## src/rtl/scroll_camera_follow_unit_assert.svh

```systemverilog
// assertion macros for the scroll camera top level
// expects a clock and an active-low reset argument at each use
`ifndef SCROLL_CAMERA_FOLLOW_UNIT_ASSERT_SVH
`define SCROLL_CAMERA_FOLLOW_UNIT_ASSERT_SVH

// same-cycle implication
`define SCF_ASSERT_IMPLY(label, clk, rstn, ante, cons) \
    label: assert property (@(posedge clk) disable iff (!(rstn)) (ante) |-> (cons)) \
        else $error("scroll camera check failed");

// next-cycle implication
`define SCF_ASSERT_NEXT(label, clk, rstn, ante, cons) \
    label: assert property (@(posedge clk) disable iff (!(rstn)) (ante) |=> (cons)) \
        else $error("scroll camera check failed");

`endif

```

## src/rtl/scf_pkg.sv

```systemverilog
// types, codes and helpers for the scroll camera follow unit
// no dependencies
package scf_pkg;

    localparam int COORD_BITS_DEF = 16;
    localparam int CFG_DATA_W     = 16;
    localparam int CFG_INDEX_W    = 3;

    localparam logic [11:0] RST_SCREEN_W = 12'd320;
    localparam logic [11:0] RST_SCREEN_H = 12'd240;
    localparam logic [7:0]  RST_TILE_W   = 8'd16;
    localparam logic [7:0]  RST_TILE_H   = 8'd16;
    localparam logic [11:0] RST_MAP_W    = 12'd64;
    localparam logic [11:0] RST_MAP_H    = 12'd64;
    localparam logic [15:0] RST_SPEED    = 16'd1229;

    typedef enum logic [2:0] {
        OP_TICK      = 3'd0,
        OP_SET_POS   = 3'd1,
        OP_FOLLOW    = 3'd2,
        OP_JUMP      = 3'd3,
        OP_RESET_POS = 3'd4
    } scf_op_t;

    typedef enum logic [CFG_INDEX_W-1:0] {
        REG_SCREEN_W = 3'd0,
        REG_SCREEN_H = 3'd1,
        REG_TILE_W   = 3'd2,
        REG_TILE_H   = 3'd3,
        REG_MAP_W    = 3'd4,
        REG_MAP_H    = 3'd5,
        REG_SPEED    = 3'd6
    } scf_reg_t;

    typedef struct packed {
        logic [11:0] screen_width;
        logic [11:0] screen_height;
        logic [7:0]  tile_width;
        logic [7:0]  tile_height;
        logic [11:0] map_width_tiles;
        logic [11:0] map_height_tiles;
        logic [15:0] speed;
    } scf_cfg_t;

    typedef struct packed {
        logic [2:0]         operation;
        logic signed [15:0] pos_x;
        logic signed [15:0] pos_y;
        logic               target_valid;
        logic [9:0]         frame_time;
    } scf_in_t;

    typedef struct packed {
        logic signed [15:0] cam_x;
        logic signed [15:0] cam_y;
        logic               moved;
    } scf_out_t;

    typedef struct packed {
        logic done;
        logic clr_jump;
    } scf_eng_res_t;

    // saturate to a signed range of the given bit count
    function automatic logic signed [33:0] scf_sat(input logic signed [33:0] v,
                                                   input int unsigned bits);
        logic signed [33:0] hi;
        logic signed [33:0] lo;
        hi = (34'sd1 <<< (bits - 1)) - 34'sd1;
        lo = -hi - 34'sd1;
        if (v < lo) begin
            return lo;
        end else if (v > hi) begin
            return hi;
        end
        return v;
    endfunction

endpackage

```

## src/rtl/scroll_camera_follow_unit.sv

```systemverilog
// Scroll camera follow unit. One beat in, one beat out. Set position, follow, jump,
// reset position and a tick without a valid followed target skip the tick engine.
// A tick that chases the target runs the tick engine, which stops early when it
// is already on target or a jump is pending and snaps when the distance is below
// one step; a full step runs two 28-step restoring divisions and two 14-step
// square roots on the one shared subtractor. The input is not ready until the
// result is loaded into the output register; a result waiting there does not
// block the next beat from being accepted.
// top level: handshake, camera state and config registers; uses scf_pkg, scf_tick_engine
module scroll_camera_follow_unit #(
    parameter int COORD_BITS = scf_pkg::COORD_BITS_DEF
) (
    input  logic                                aclk,
    input  logic                                aresetn,
    input  logic                                s_valid,
    output logic                                s_ready,
    input  scf_pkg::scf_in_t                    s_data,
    output logic                                m_valid,
    input  logic                                m_ready,
    output scf_pkg::scf_out_t                   m_data,
    input  logic                                cfg_wr_en,
    input  logic [scf_pkg::CFG_INDEX_W-1:0]     cfg_index,
    input  logic [scf_pkg::CFG_DATA_W-1:0]      cfg_wdata
);
    import scf_pkg::*;

    localparam int C = COORD_BITS;

    typedef enum logic [1:0] {ST_IDLE, ST_RUN, ST_PUSH} state_t;

    state_t              state_reg;
    scf_cfg_t            cfg_reg;
    scf_in_t             item_reg;
    logic signed [C-1:0] cam_x_reg, cam_y_reg, old_x_reg, old_y_reg;
    logic                following_reg, jump_reg;
    logic                m_valid_reg;
    scf_out_t            m_data_reg;

    logic                s_fire;
    logic                tick_go;
    logic                out_free;
    logic signed [33:0]  sat_x_c, sat_y_c;
    logic signed [31:0]  cx32_c, cy32_c;
    scf_eng_res_t        eng_res;
    logic signed [C-1:0] eng_x, eng_y;

    assign s_ready  = (state_reg == ST_IDLE);
    assign s_fire   = s_valid && s_ready;
    assign tick_go  = (s_data.operation == OP_TICK) && following_reg && s_data.target_valid;
    assign out_free = !m_valid_reg || m_ready;
    assign sat_x_c  = scf_sat(34'(s_data.pos_x), C);
    assign sat_y_c  = scf_sat(34'(s_data.pos_y), C);
    assign cx32_c   = 32'(cam_x_reg);
    assign cy32_c   = 32'(cam_y_reg);

    scf_tick_engine #(
        .COORD_BITS (COORD_BITS)
    ) u_engine (
        .aclk         (aclk),
        .aresetn      (aresetn),
        .start        (s_fire && tick_go),
        .cfg          (cfg_reg),
        .item         (item_reg),
        .cam_x        (cam_x_reg),
        .cam_y        (cam_y_reg),
        .jump_pending (jump_reg),
        .res          (eng_res),
        .new_x        (eng_x),
        .new_y        (eng_y)
    );

    always_ff @(posedge aclk) begin
        if (!aresetn) begin
            state_reg     <= ST_IDLE;
            cfg_reg       <= '{screen_width: RST_SCREEN_W, screen_height: RST_SCREEN_H,
                               tile_width: RST_TILE_W, tile_height: RST_TILE_H,
                               map_width_tiles: RST_MAP_W, map_height_tiles: RST_MAP_H,
                               speed: RST_SPEED};
            cam_x_reg     <= '0;
            cam_y_reg     <= '0;
            following_reg <= 1'b0;
            jump_reg      <= 1'b0;
            m_valid_reg   <= 1'b0;
        end else begin
            if (cfg_wr_en) begin
                unique case (scf_reg_t'(cfg_index))
                    REG_SCREEN_W: cfg_reg.screen_width     <= cfg_wdata[11:0];
                    REG_SCREEN_H: cfg_reg.screen_height    <= cfg_wdata[11:0];
                    REG_TILE_W:   cfg_reg.tile_width       <= cfg_wdata[7:0];
                    REG_TILE_H:   cfg_reg.tile_height      <= cfg_wdata[7:0];
                    REG_MAP_W:    cfg_reg.map_width_tiles  <= cfg_wdata[11:0];
                    REG_MAP_H:    cfg_reg.map_height_tiles <= cfg_wdata[11:0];
                    REG_SPEED:    cfg_reg.speed            <= cfg_wdata;
                    default: ;
                endcase
            end

            // in the push state the output register is reloaded instead
            if (m_valid_reg && m_ready && state_reg != ST_PUSH) begin
                m_valid_reg <= 1'b0;
            end

            unique case (state_reg)
                ST_IDLE: begin
                    if (s_fire) begin
                        item_reg  <= s_data;
                        old_x_reg <= cam_x_reg;
                        old_y_reg <= cam_y_reg;
                        state_reg <= tick_go ? ST_RUN : ST_PUSH;
                        case (s_data.operation)
                            OP_SET_POS: begin
                                cam_x_reg     <= sat_x_c[C-1:0];
                                cam_y_reg     <= sat_y_c[C-1:0];
                                following_reg <= 1'b0;
                            end
                            OP_FOLLOW: begin
                                following_reg <= 1'b1;
                                jump_reg      <= 1'b0;
                            end
                            OP_JUMP: begin
                                jump_reg <= 1'b1;
                            end
                            OP_RESET_POS: begin
                                cam_x_reg <= '0;
                                cam_y_reg <= '0;
                                jump_reg  <= 1'b0;
                            end
                            default: ;
                        endcase
                    end
                end
                ST_RUN: begin
                    if (eng_res.done) begin
                        cam_x_reg <= eng_x;
                        cam_y_reg <= eng_y;
                        if (eng_res.clr_jump) begin
                            jump_reg <= 1'b0;
                        end
                        state_reg <= ST_PUSH;
                    end
                end
                ST_PUSH: begin
                    if (out_free) begin
                        m_valid_reg      <= 1'b1;
                        m_data_reg.cam_x <= cx32_c[15:0];
                        m_data_reg.cam_y <= cy32_c[15:0];
                        m_data_reg.moved <= (cam_x_reg != old_x_reg) ||
                                            (cam_y_reg != old_y_reg);
                        state_reg        <= ST_IDLE;
                    end
                end
                default: begin
                    state_reg <= ST_IDLE;
                end
            endcase
        end
    end

    assign m_valid = m_valid_reg;
    assign m_data  = m_data_reg;

    `include "scroll_camera_follow_unit_assert.svh"

    // an accepted beat keeps the input closed for at least the next cycle
    `SCF_ASSERT_NEXT(a_busy_after_accept, aclk, aresetn, s_fire, !s_ready)
    // the engine reports only while the top waits on it
    `SCF_ASSERT_IMPLY(a_done_in_run, aclk, aresetn, eng_res.done, state_reg == ST_RUN)
    // reset position leaves the camera at the origin with no jump pending
    `SCF_ASSERT_NEXT(a_reset_pos, aclk, aresetn,
                     s_fire && (s_data.operation == OP_RESET_POS),
                     cam_x_reg == '0 && cam_y_reg == '0 && !jump_reg)

endmodule

```

## src/rtl/scf_tick_engine.sv

```systemverilog
// frame tick datapath: target clamp, distance, divide and square root
// one shared 32x32 multiplier and one shared wide subtractor; uses scf_pkg
module scf_tick_engine #(
    parameter int COORD_BITS = scf_pkg::COORD_BITS_DEF
) (
    input  logic                         aclk,
    input  logic                         aresetn,
    input  logic                         start,
    input  scf_pkg::scf_cfg_t            cfg,
    input  scf_pkg::scf_in_t             item,
    input  logic signed [COORD_BITS-1:0] cam_x,
    input  logic signed [COORD_BITS-1:0] cam_y,
    input  logic                         jump_pending,
    output scf_pkg::scf_eng_res_t        res,
    output logic signed [COORD_BITS-1:0] new_x,
    output logic signed [COORD_BITS-1:0] new_y
);
    import scf_pkg::*;

    localparam int C          = COORD_BITS;
    localparam int DW         = C + 1;
    localparam int SQW        = 2 * C;
    localparam int LW         = 2 * C + 1;
    localparam int TPW        = 14;
    localparam int TP2W       = 2 * TPW;
    localparam int NW         = LW + TP2W - 1;
    localparam int DIV_STEPS  = TP2W;
    localparam int SQRT_STEPS = TPW;
    localparam int CNTW       = $clog2(DIV_STEPS);

    typedef enum logic [3:0] {
        S_IDLE, S_MX, S_MY, S_TP, S_DIFF, S_SQX, S_SQY, S_TP2, S_LEN, S_CMP,
        S_NLO, S_NHI, S_NSUM, S_DIV, S_SQRT
    } state_t;

    state_t                state_reg;
    logic signed [23:0]    txp_reg, typ_reg;
    logic signed [C-1:0]   tx_reg, ty_reg;
    logic [TPW-1:0]        tp_reg;
    logic [C-1:0]          ax_reg, ay_reg;
    logic                  xneg_reg, yneg_reg;
    logic [SQW-1:0]        ax2_reg, ay2_reg;
    logic [TP2W-1:0]       tp2_reg;
    logic [LW-1:0]         len2_reg;
    logic [63:0]           nlo_reg;
    logic [63:0]           prod_reg;
    logic [NW-1:0]         rem_reg, dsh_reg;
    logic [TP2W-1:0]       q_reg;
    logic [TPW-1:0]        root_reg, sx_reg;
    logic                  axis_reg;
    logic [CNTW-1:0]       cnt_reg;
    scf_eng_res_t          res_reg;
    logic signed [C-1:0]   new_x_reg, new_y_reg;

    logic signed [23:0]    txp_c, typ_c, mx_c, my_c, txc_c, tyc_c;
    logic signed [12:0]    hdiff_c;
    logic signed [33:0]    txs_c, tys_c;
    logic signed [DW-1:0]  xd_c, yd_c, xabs_c, yabs_c;
    logic [31:0]           mul_a, mul_b;
    logic [63:0]           ad2_c;
    logic [95:0]           n2_c;
    logic [NW-1:0]         rem2_c, sub_a, sub_b;
    logic [NW:0]           diff_c;
    logic                  borrow_c;
    logic                  q_bit_c;
    logic [TPW-1:0]        root_next_c;
    logic signed [DW-1:0]  sx_ext_c, sy_ext_c, stx_c, sty_c;

    always_comb begin
        // centred target before the map clamp
        txp_c = 24'(item.pos_x) + 24'($signed({1'b0, cfg.tile_width[7:1]}))
                - 24'($signed({1'b0, cfg.screen_width[11:1]}));
        if (txp_c < 0) begin
            txp_c = '0;
        end
        hdiff_c = $signed({1'b0, cfg.screen_height}) - $signed({5'b0, cfg.tile_height});
        typ_c = 24'(item.pos_y) - 24'(hdiff_c >>> 1);
        if (typ_c < 0) begin
            typ_c = '0;
        end

        mx_c  = $signed({4'b0, prod_reg[19:0]}) - $signed({12'b0, cfg.screen_width});
        my_c  = $signed({4'b0, prod_reg[19:0]}) - $signed({12'b0, cfg.screen_height});
        txc_c = (txp_reg > mx_c) ? mx_c : txp_reg;
        tyc_c = (typ_reg > my_c) ? my_c : typ_reg;
        txs_c = scf_sat(34'(txc_c), C);
        tys_c = scf_sat(34'(tyc_c), C);

        xd_c   = DW'(tx_reg) - DW'(cam_x);
        yd_c   = DW'(ty_reg) - DW'(cam_y);
        xabs_c = (xd_c < 0) ? -xd_c : xd_c;
        yabs_c = (yd_c < 0) ? -yd_c : yd_c;

        ad2_c = axis_reg ? 64'(ay2_reg) : 64'(ax2_reg);

        mul_a = '0;
        mul_b = '0;
        case (state_reg)
            S_MX: begin
                mul_a = 32'(cfg.map_width_tiles);
                mul_b = 32'(cfg.tile_width);
            end
            S_MY: begin
                mul_a = 32'(cfg.map_height_tiles);
                mul_b = 32'(cfg.tile_height);
            end
            S_TP: begin
                mul_a = 32'(cfg.speed);
                mul_b = 32'(item.frame_time);
            end
            S_SQX: begin
                mul_a = 32'(ax_reg);
                mul_b = 32'(ax_reg);
            end
            S_SQY: begin
                mul_a = 32'(ay_reg);
                mul_b = 32'(ay_reg);
            end
            S_TP2: begin
                mul_a = 32'(tp_reg);
                mul_b = 32'(tp_reg);
            end
            S_NLO: begin
                mul_a = 32'(tp2_reg);
                mul_b = ad2_c[31:0];
            end
            S_NHI: begin
                mul_a = 32'(tp2_reg);
                mul_b = ad2_c[63:32];
            end
            default: begin
                mul_a = '0;
                mul_b = '0;
            end
        endcase

        n2_c = 96'(nlo_reg) + {prod_reg, 32'b0};

        // shared subtractor: restoring divide, then digit-by-digit square root
        rem2_c = {rem_reg[NW-3:0], q_reg[TP2W-1 -: 2]};
        if (state_reg == S_SQRT) begin
            sub_a = rem2_c;
            sub_b = NW'({root_reg, 2'b01});
        end else begin
            sub_a = rem_reg;
            sub_b = dsh_reg;
        end
        diff_c      = {1'b0, sub_a} - {1'b0, sub_b};
        borrow_c    = diff_c[NW];
        q_bit_c     = !borrow_c;
        root_next_c = {root_reg[TPW-2:0], !borrow_c};

        sx_ext_c = DW'($signed({1'b0, sx_reg}));
        sy_ext_c = DW'($signed({1'b0, root_next_c}));
        stx_c    = DW'(cam_x) + (xneg_reg ? -sx_ext_c : sx_ext_c);
        sty_c    = DW'(cam_y) + (yneg_reg ? -sy_ext_c : sy_ext_c);
    end

    always_ff @(posedge aclk) begin
        prod_reg <= mul_a * mul_b;
        if (!aresetn) begin
            state_reg <= S_IDLE;
            res_reg   <= '0;
        end else begin
            unique case (state_reg)
                S_IDLE: begin
                    // the done pulse lasts the one cycle spent here after a result
                    res_reg <= '0;
                    if (start) begin
                        state_reg <= S_MX;
                    end
                end
                S_MX: begin
                    txp_reg   <= txp_c;
                    typ_reg   <= typ_c;
                    state_reg <= S_MY;
                end
                S_MY: begin
                    tx_reg    <= txs_c[C-1:0];
                    state_reg <= S_TP;
                end
                S_TP: begin
                    ty_reg    <= tys_c[C-1:0];
                    state_reg <= S_DIFF;
                end
                S_DIFF: begin
                    tp_reg   <= prod_reg[12 +: TPW];
                    ax_reg   <= xabs_c[C-1:0];
                    ay_reg   <= yabs_c[C-1:0];
                    xneg_reg <= xd_c < 0;
                    yneg_reg <= yd_c < 0;
                    if (xd_c == 0 && yd_c == 0) begin
                        // already on target: nothing moves, a pending jump stays
                        new_x_reg <= cam_x;
                        new_y_reg <= cam_y;
                        res_reg   <= '{done: 1'b1, clr_jump: 1'b0};
                        state_reg <= S_IDLE;
                    end else if (jump_pending) begin
                        new_x_reg <= tx_reg;
                        new_y_reg <= ty_reg;
                        res_reg   <= '{done: 1'b1, clr_jump: 1'b1};
                        state_reg <= S_IDLE;
                    end else begin
                        state_reg <= S_SQX;
                    end
                end
                S_SQX: begin
                    state_reg <= S_SQY;
                end
                S_SQY: begin
                    ax2_reg   <= prod_reg[SQW-1:0];
                    state_reg <= S_TP2;
                end
                S_TP2: begin
                    ay2_reg   <= prod_reg[SQW-1:0];
                    state_reg <= S_LEN;
                end
                S_LEN: begin
                    tp2_reg   <= prod_reg[TP2W-1:0];
                    len2_reg  <= {1'b0, ax2_reg} + {1'b0, ay2_reg};
                    state_reg <= S_CMP;
                end
                S_CMP: begin
                    if (NW'(len2_reg) < NW'(tp2_reg)) begin
                        // closer than one step: snap
                        new_x_reg <= tx_reg;
                        new_y_reg <= ty_reg;
                        res_reg   <= '{done: 1'b1, clr_jump: 1'b0};
                        state_reg <= S_IDLE;
                    end else begin
                        axis_reg  <= 1'b0;
                        state_reg <= S_NLO;
                    end
                end
                S_NLO: begin
                    state_reg <= S_NHI;
                end
                S_NHI: begin
                    nlo_reg   <= prod_reg;
                    state_reg <= S_NSUM;
                end
                S_NSUM: begin
                    // quotient tp^2 * d^2 / len^2 stays below 2^28
                    rem_reg   <= n2_c[NW-1:0];
                    dsh_reg   <= {len2_reg, {(TP2W-1){1'b0}}};
                    q_reg     <= '0;
                    cnt_reg   <= CNTW'(DIV_STEPS - 1);
                    state_reg <= S_DIV;
                end
                S_DIV: begin
                    q_reg   <= {q_reg[TP2W-2:0], q_bit_c};
                    dsh_reg <= dsh_reg >> 1;
                    if (cnt_reg == '0) begin
                        rem_reg   <= '0;
                        root_reg  <= '0;
                        cnt_reg   <= CNTW'(SQRT_STEPS - 1);
                        state_reg <= S_SQRT;
                    end else begin
                        if (!borrow_c) begin
                            rem_reg <= diff_c[NW-1:0];
                        end
                        cnt_reg <= cnt_reg - 1'b1;
                    end
                end
                S_SQRT: begin
                    rem_reg  <= borrow_c ? rem2_c : diff_c[NW-1:0];
                    root_reg <= root_next_c;
                    q_reg    <= q_reg << 2;
                    if (cnt_reg == '0) begin
                        if (!axis_reg) begin
                            sx_reg    <= root_next_c;
                            axis_reg  <= 1'b1;
                            state_reg <= S_NLO;
                        end else begin
                            new_x_reg <= stx_c[C-1:0];
                            new_y_reg <= sty_c[C-1:0];
                            res_reg   <= '{done: 1'b1, clr_jump: 1'b0};
                            state_reg <= S_IDLE;
                        end
                    end else begin
                        cnt_reg <= cnt_reg - 1'b1;
                    end
                end
                default: begin
                    state_reg <= S_IDLE;
                end
            endcase
        end
    end

    assign res   = res_reg;
    assign new_x = new_x_reg;
    assign new_y = new_y_reg;

endmodule

```

## config.mk

```make
export PLATFORM = sky130hd
export DESIGN_NAME = scroll_camera_follow_unit
export DESIGN_NICKNAME = d
export VERILOG_FILES = /design/src/rtl/scf_pkg.sv /design/src/rtl/scroll_camera_follow_unit.sv /design/src/rtl/scf_tick_engine.sv
export VERILOG_INCLUDE_DIRS = /design/src /design/src/rtl
export SDC_FILE = /design/constraint.sdc
export NUM_CORES = 2
export LEC_CHECK = 0
export BUFFER_PORTS_ARGS = -buffer_cell sky130_fd_sc_hd__buf_2
export CAP_MARGIN = 20
export CORE_ASPECT_RATIO = 1.75
export CORE_UTILIZATION = 60
export DETAILED_ROUTE_END_ITERATION = 10
export GPL_ROUTABILITY_DRIVEN = 0
export PLACE_DENSITY = 0.84
export SLEW_MARGIN = 25
export SYNTH_ARGS = -nofsm -noshare
export SYNTH_HDL_FRONTEND = slang
export SYNTH_SLANG_ARGS = --single-unit
```

## constraint.sdc

```tcl
create_clock -name aclk -period 12.2 [get_ports aclk]
set_input_delay 0 -clock aclk [delete_from_list [all_inputs] [get_ports aclk]]
set_output_delay 0 -clock aclk [all_outputs]
set_load 0.005 [all_outputs]
```

* Word level (Yosys, flattened, before mapping)
Cells that the tools add are included.
** Cells by class
- $add $sub $neg :: 18
- Multipliers :: 1
- Magnitude comparators :: 15
- Equality and inequality tests :: 44
- Multiplexer cells :: 93
- Bitwise logic cells :: 1
- Reductions and logical operators :: 59
** Operators with widths (number)
- 16-bit 2-to-1 mux :: 30
- 60-bit 2-to-1 mux :: 5
- 32-bit one-hot mux with 8 select lines :: 1
- 28-bit one-hot mux with 7 select lines :: 1
- 60-bit one-hot mux with 3 select lines :: 1
- 16-bit one-hot mux with 2 select lines :: 4
- 60-bit one-hot mux with 2 select lines :: 1
- 16-bit one-hot mux with 3 select lines :: 2
- 28-bit one-hot mux with 3 select lines :: 1
- 32-bit logical NOT :: 2
- 60-bit by 60-bit subtractor with 61-bit output :: 1
- 60-bit adder :: 1
- 28-bit by 32-bit multiplier with 60-bit output :: 1
- 4-bit one-hot mux with 15 select lines :: 1
- 17-bit by 1-bit < comparator with 1-bit output, second input constant :: 3
- 24-bit by 16-bit > comparator with 1-bit output, second input constant :: 2
- 24-bit by 16-bit < comparator with 1-bit output, second input constant :: 2
- 24-bit 2-to-1 mux :: 2
- 20-bit by 12-bit subtractor with 21-bit output :: 2
- 2-bit AND reduction :: 17
- 16-bit by 16-bit subtractor with 17-bit output :: 2
- 32-bit by 32-bit adder with 33-bit output :: 1
- 33-bit by 28-bit < comparator with 1-bit output :: 1
- 16-bit adder :: 2
- other kinds (55) :: 145
** Word-level totals
- Flip-flop bits (word level) :: 810
- Bits of input ports :: 70
- Output and inout bits :: 35
- Word-level logic and storage cells :: 279

* Depth between registers and ports, before layout
- Depth in word-level cells :: 10
- Mapped depth :: 36
- Mapped depth without buffers :: 30

* Cells and area by module
From an unflattened synthesis, not the netlist that was laid out.
** Second synthesis, totals
- Cell total of the unflattened synthesis :: 7999
- Area, all modules :: 74854.3 um2
** Modules (own cells, without submodules)
- scf_tick_engine :: times used 1, cells each 7297, area an instance 66541.3 um2, sequential area each 16756.1 um2
- scroll_camera_follow_unit :: times used 1, cells each 702, area an instance 8313.0 um2, sequential area each 5675.4 um2

* Worst setup path before layout
No wires, ideal clock.
- Kind :: flip-flop to flip-flop
- From :: reg u_engine.axis_reg
- To :: reg u_engine.prod_reg[54]
- Library setup time :: 72 ps
- Data arrival time :: 8492 ps
- Data required time :: 12128 ps
- Slack :: 3636 ps
- Stages on the path, launching flop included :: 32
- Path buffers :: 5
- Clock period less this slack :: 8564 ps
- Cells stage by stage :: edfxtp_1 > clkbuf_1 > clkbuf_1 > buf_1 > mux2i_1 > nor2_1 > nor2_1 > clkbuf_1 > nor2_1 > fa_1 > inv_1 > fa_1 > fa_1 > fa_1 > inv_1 > fa_1 > fa_1 > inv_1 > fa_1 > inv_1 > ha_1 > clkbuf_1 > a21o_1 > a21o_1 > a21oi_1 > nor2_1 > a2111oi_0 > o21ai_0 > a2111o_1 > a41oi_1 > nor2b_1 > xnor2_1
** Between the ends
- Longest elaborated chain between the ends :: 3
** RTL lines
- start: declaration :: RTL line scf_tick_engine.sv:50 : logic axis_reg;
- start signal: assignment :: RTL line scf_tick_engine.sv:231 : axis_reg <= 1'b0;
- start signal: assignment :: RTL line scf_tick_engine.sv:272 : axis_reg <= 1'b1;
- 32-bit 2-to-1 mux :: RTL line scf_tick_engine.sv:94 : ad2_c = axis_reg ? 64'(ay2_reg) : 64'(ax2_reg);
- 32-bit one-hot mux with 8 select lines :: RTL line scf_tick_engine.sv:98 : case (state_reg)
- 28-bit by 32-bit multiplier with 60-bit output :: RTL line scf_tick_engine.sv:160 : prod_reg <= mul_a * mul_b;
- end signal: assignment :: RTL line scf_tick_engine.sv:160
- end: declaration :: RTL line scf_tick_engine.sv:46 : logic [63:0] prod_reg;
Every way passes these cells.
A chain may end at the register's enable or synchronous reset.

* Worst setup path after layout
- From :: reg u_engine.state_reg[1]
- To :: reg u_engine.prod_reg[48]
** Between the ends
- Longest elaborated chain between the ends :: 4
- Elaborated cells between the ends (all ways) :: 12
- Classes of those cells :: mul: 1; eq/ne: 8; mux: 2; reduce/logical: 1
** RTL lines
- start: declaration :: RTL line scf_tick_engine.sv:36 : state_t state_reg;
- start signal: assignment :: RTL line scf_tick_engine.sv:162 : state_reg <= S_IDLE;
- start signal: assignment :: RTL line scf_tick_engine.sv:170 : state_reg <= S_MX;
- start signal: assignment :: RTL line scf_tick_engine.sv:176 : state_reg <= S_MY;
- 4-bit equality test :: RTL line scf_tick_engine.sv:98
- 2-bit OR reduction (no source line)
- 28-bit one-hot mux with 7 select lines :: RTL line scf_tick_engine.sv:98
- 28-bit by 32-bit multiplier with 60-bit output (*) :: RTL line scf_tick_engine.sv:160
Mark *: on every way between the ends. The rest lies on a longest branch, timed or not.

==> results.txt <==
first-pass GRT wire length: 426 mm
cell count after synthesis: 8,010
root buffer cell: clkbuf_16
setup TNS: 0 ns
critical path class: register to register
drt first pass iters: 11
Synth area leader: edfxtp_1
number of buffers added on ports: 104
Max-cap violations: 0
Final Cycle Share: 92.7%
Max Clk Rate: 0.0884 GHz
Std-Cell Rows: 171
clk buf depth: 3
max reg flops: 80
Layout Nets: 9,473
number of global-route vias before repair: 68,300
CTS tree: done
CP max stage delay: 1.08 ns
top-count cell post-synth: inv_1
post-CTS resize count: 0
Post-synth top cells: inv_1 (1,162), nand2_1 (1,140), fa_1 (796)
detailed-route wire length: 279 mm
Total Routing Usage GR: 45.7%
failing checks: design-rule violations
RSZ-0062 raised after global routing: false
dpl cells: 9,556
Layout area overhead: 7.87%
CTS clock-pin slew for the worst setup and hold paths: 0.08 ns
FF/Latch Area: 22,300 µm²
wire length per cell: 28.5 µm
CP Launch Point: u_engine.state_reg[1]
multi-input logic area: 47,200 µm²
Overall Power: 0.00586 W
Crit path required time: 12.85 ns
dpl ws: 1.82 ns
Avg Cell Area, Syn: 9.36 µm²
post-route ant nets: 0
worst hold start: s_data[4]
Synth Warn #: 0
post-synth top area share: 24.9%
Worst setup EP type: register
detailed-placement wirelength estimate: 195 mm
fin. max-slew vios: 0
ys flop type: edfxtp_1
Synth area leaders: edfxtp_1 (25%), fa_1 (21%), ha_1 (9.0%)
Die Height: 470 µm
final hold vios: 0
Die X: 269 µm
Static Leak: 35.9 nW
Worst R2R Start: u_engine.state_reg[1]
fin cells: 9,800
Crit path max-delay family: adder cells
Filler cells: 9,167
placed instance area: 77,500 µm²
core area: 124,000 µm²
largest net degree at the start of global routing: 86
post-synth cell types: 95
Ports: 105
critical path arrival: 11.95 ns
CP Buf/Inv Count: 5
Startpoint Class: register
Relative slew margins: 17.6%
cell area power density: 72.4 nW/µm²
EDFF count, synth: 621
layout cells sized above 1: 6.35%
clk_skew: 0.0370 ns
initial antenna violation count: 44
DR DRC count: 20
Num CTS Buffers: 69
synthesized area: 75,000 µm²
H-tree depth: 3
Starting DRT DRC Count: 9,060
Post-Layout Inst Area: 80,900 µm²
minimum clock period: 11.31 ns
via count: 65,300
initial cell density of the core: 60.4%
setup ws final: 0.894 ns
slowest CP cell: fa_1
VDD IR max: 0.000136 V
async set-reset flop share out of synthesis: 0%
worst skew pair latency: 0.70 ns
status: finished, violations left
CP Max Fanout: 17
Hold Path Class: primary input to register
flops & latches, synth: 804
Most Frequent Cell on Critical Path: fa_1
Slew @ Worst Pin: 1.23 ns
Clock Sinks: 804
Die Area: 126,000 µm²
Via density: 6.67
Setup-failing EPs final: 0
post-synthesis sequential area ratio: 29.7%
Congestion Overflow GR: 0
## worst paths after layout
path	cells after the start	slack, ns	end
min reg2reg	0	0.40	u_engine.nlo_reg[58]
max reg2reg	28	0.89	u_engine.prod_reg[48]
min	2	0.03	item_reg[4]
max	28	0.89	u_engine.prod_reg[48]
## layer usage
layer / up-vias / track usage, % / wire length, µm
met5: - / 3.89 / 604
met4: 38 / 45.7 / 37600
met3: 2339 / 21.5 / 36900
met2: 5331 / 71.2 / 127000
met1: 30900 / 43.0 / 77600
li1: 26700 / - / -
## report_power, final
part / internal [W] / total (W) / switching (W) / leakage [nW]
Combinational: 0.000186 / 0.000489 / 0.000303 / 27.3
Clock: 0.00124 / 0.00237 / 0.00113 / 1.14
Sequential: 0.00296 / 0.00300 / 0.0000384 / 7.47
Total: 0.00438 / 0.00586 / 0.00147 / 35.9
## cell type report
type	count	share of cell area (%)
diodes	31	0.0959
clock buffers	87	2.33
clock inverters	40	0.563
inverters	1163	5.40
multi-input cells	5687	58.4
flip-flops and latches	804	27.6
well taps	1643	2.54
repair buffers	345	3.14
## placed cells by master (no fill, tap or decap), types with 28 or more instances in the layout
cell and instances:
nor3_1 87, o21a_1 54, a21boi_0 79, a211oi_1 37, diode_2 31, xor2_1 105, o31ai_1 29, nor2b_1 48
o211a_1 36, xnor2_1 232, mux2_2 28, buf_4 154, dlygate4sd3_1 80, a22o_1 30, nand4_1 49, nand2_1 1140
nand2b_1 61, a22oi_1 98, nor2_1 751, inv_1 1161, and2_1 83, dfxtp_1 183, mux2i_1 30, ha_1 537
fa_1 796, a21oi_1 305, o21bai_1 36, or3_1 30, a21o_1 136, clkbuf_16 72, nand3_1 109, edfxtp_1 621
a31oi_1 39, a221o_1 45, o211ai_1 34, and3_1 62, buf_2 106, o21ai_0 237
## worst reg2reg max path: cells and delay by family, from the launching register on
family          cells  cell delay, ns
compound gates      7            3.70
fa+ha+maj           8            4.12
buf+inv             5            0.45
flops               1            0.74
simple gates        8            2.25
## kinds of logic after synthesis
family | after synthesis | share of synthesized area [%]
buffers and inverters | 1520 | 7.66
XOR/XNOR | 341 | 4.00
flip-flops | 804 | 29.7
adder cells (fa/ha/maj) | 1333 | 30.2
AND/OR/NAND/NOR | 2568 | 14.9
multiplexers | 58 | 0.821
AO/OA/AOI/OAI | 1385 | 12.7
other | 1 | 0.00500
## metrics by stage
stage	util, %	hold WS (ns)
5_1_grt	65.2	0.0194
4_1_cts	65.0	0.0110
6_report	65.2	0.0254
2_1_floorplan	-	0.0989
3_3_place_gp	62.5	0.184
3_5_place_dp	62.5	0.187
## timing repair
action	CTS	global route
hold buffers	80	0
setup endpoints to repair	0	0
hold endpoints to repair	176	0
buffers inserted	0	0
No activity file was read; power rests on OpenSTA's default activity.
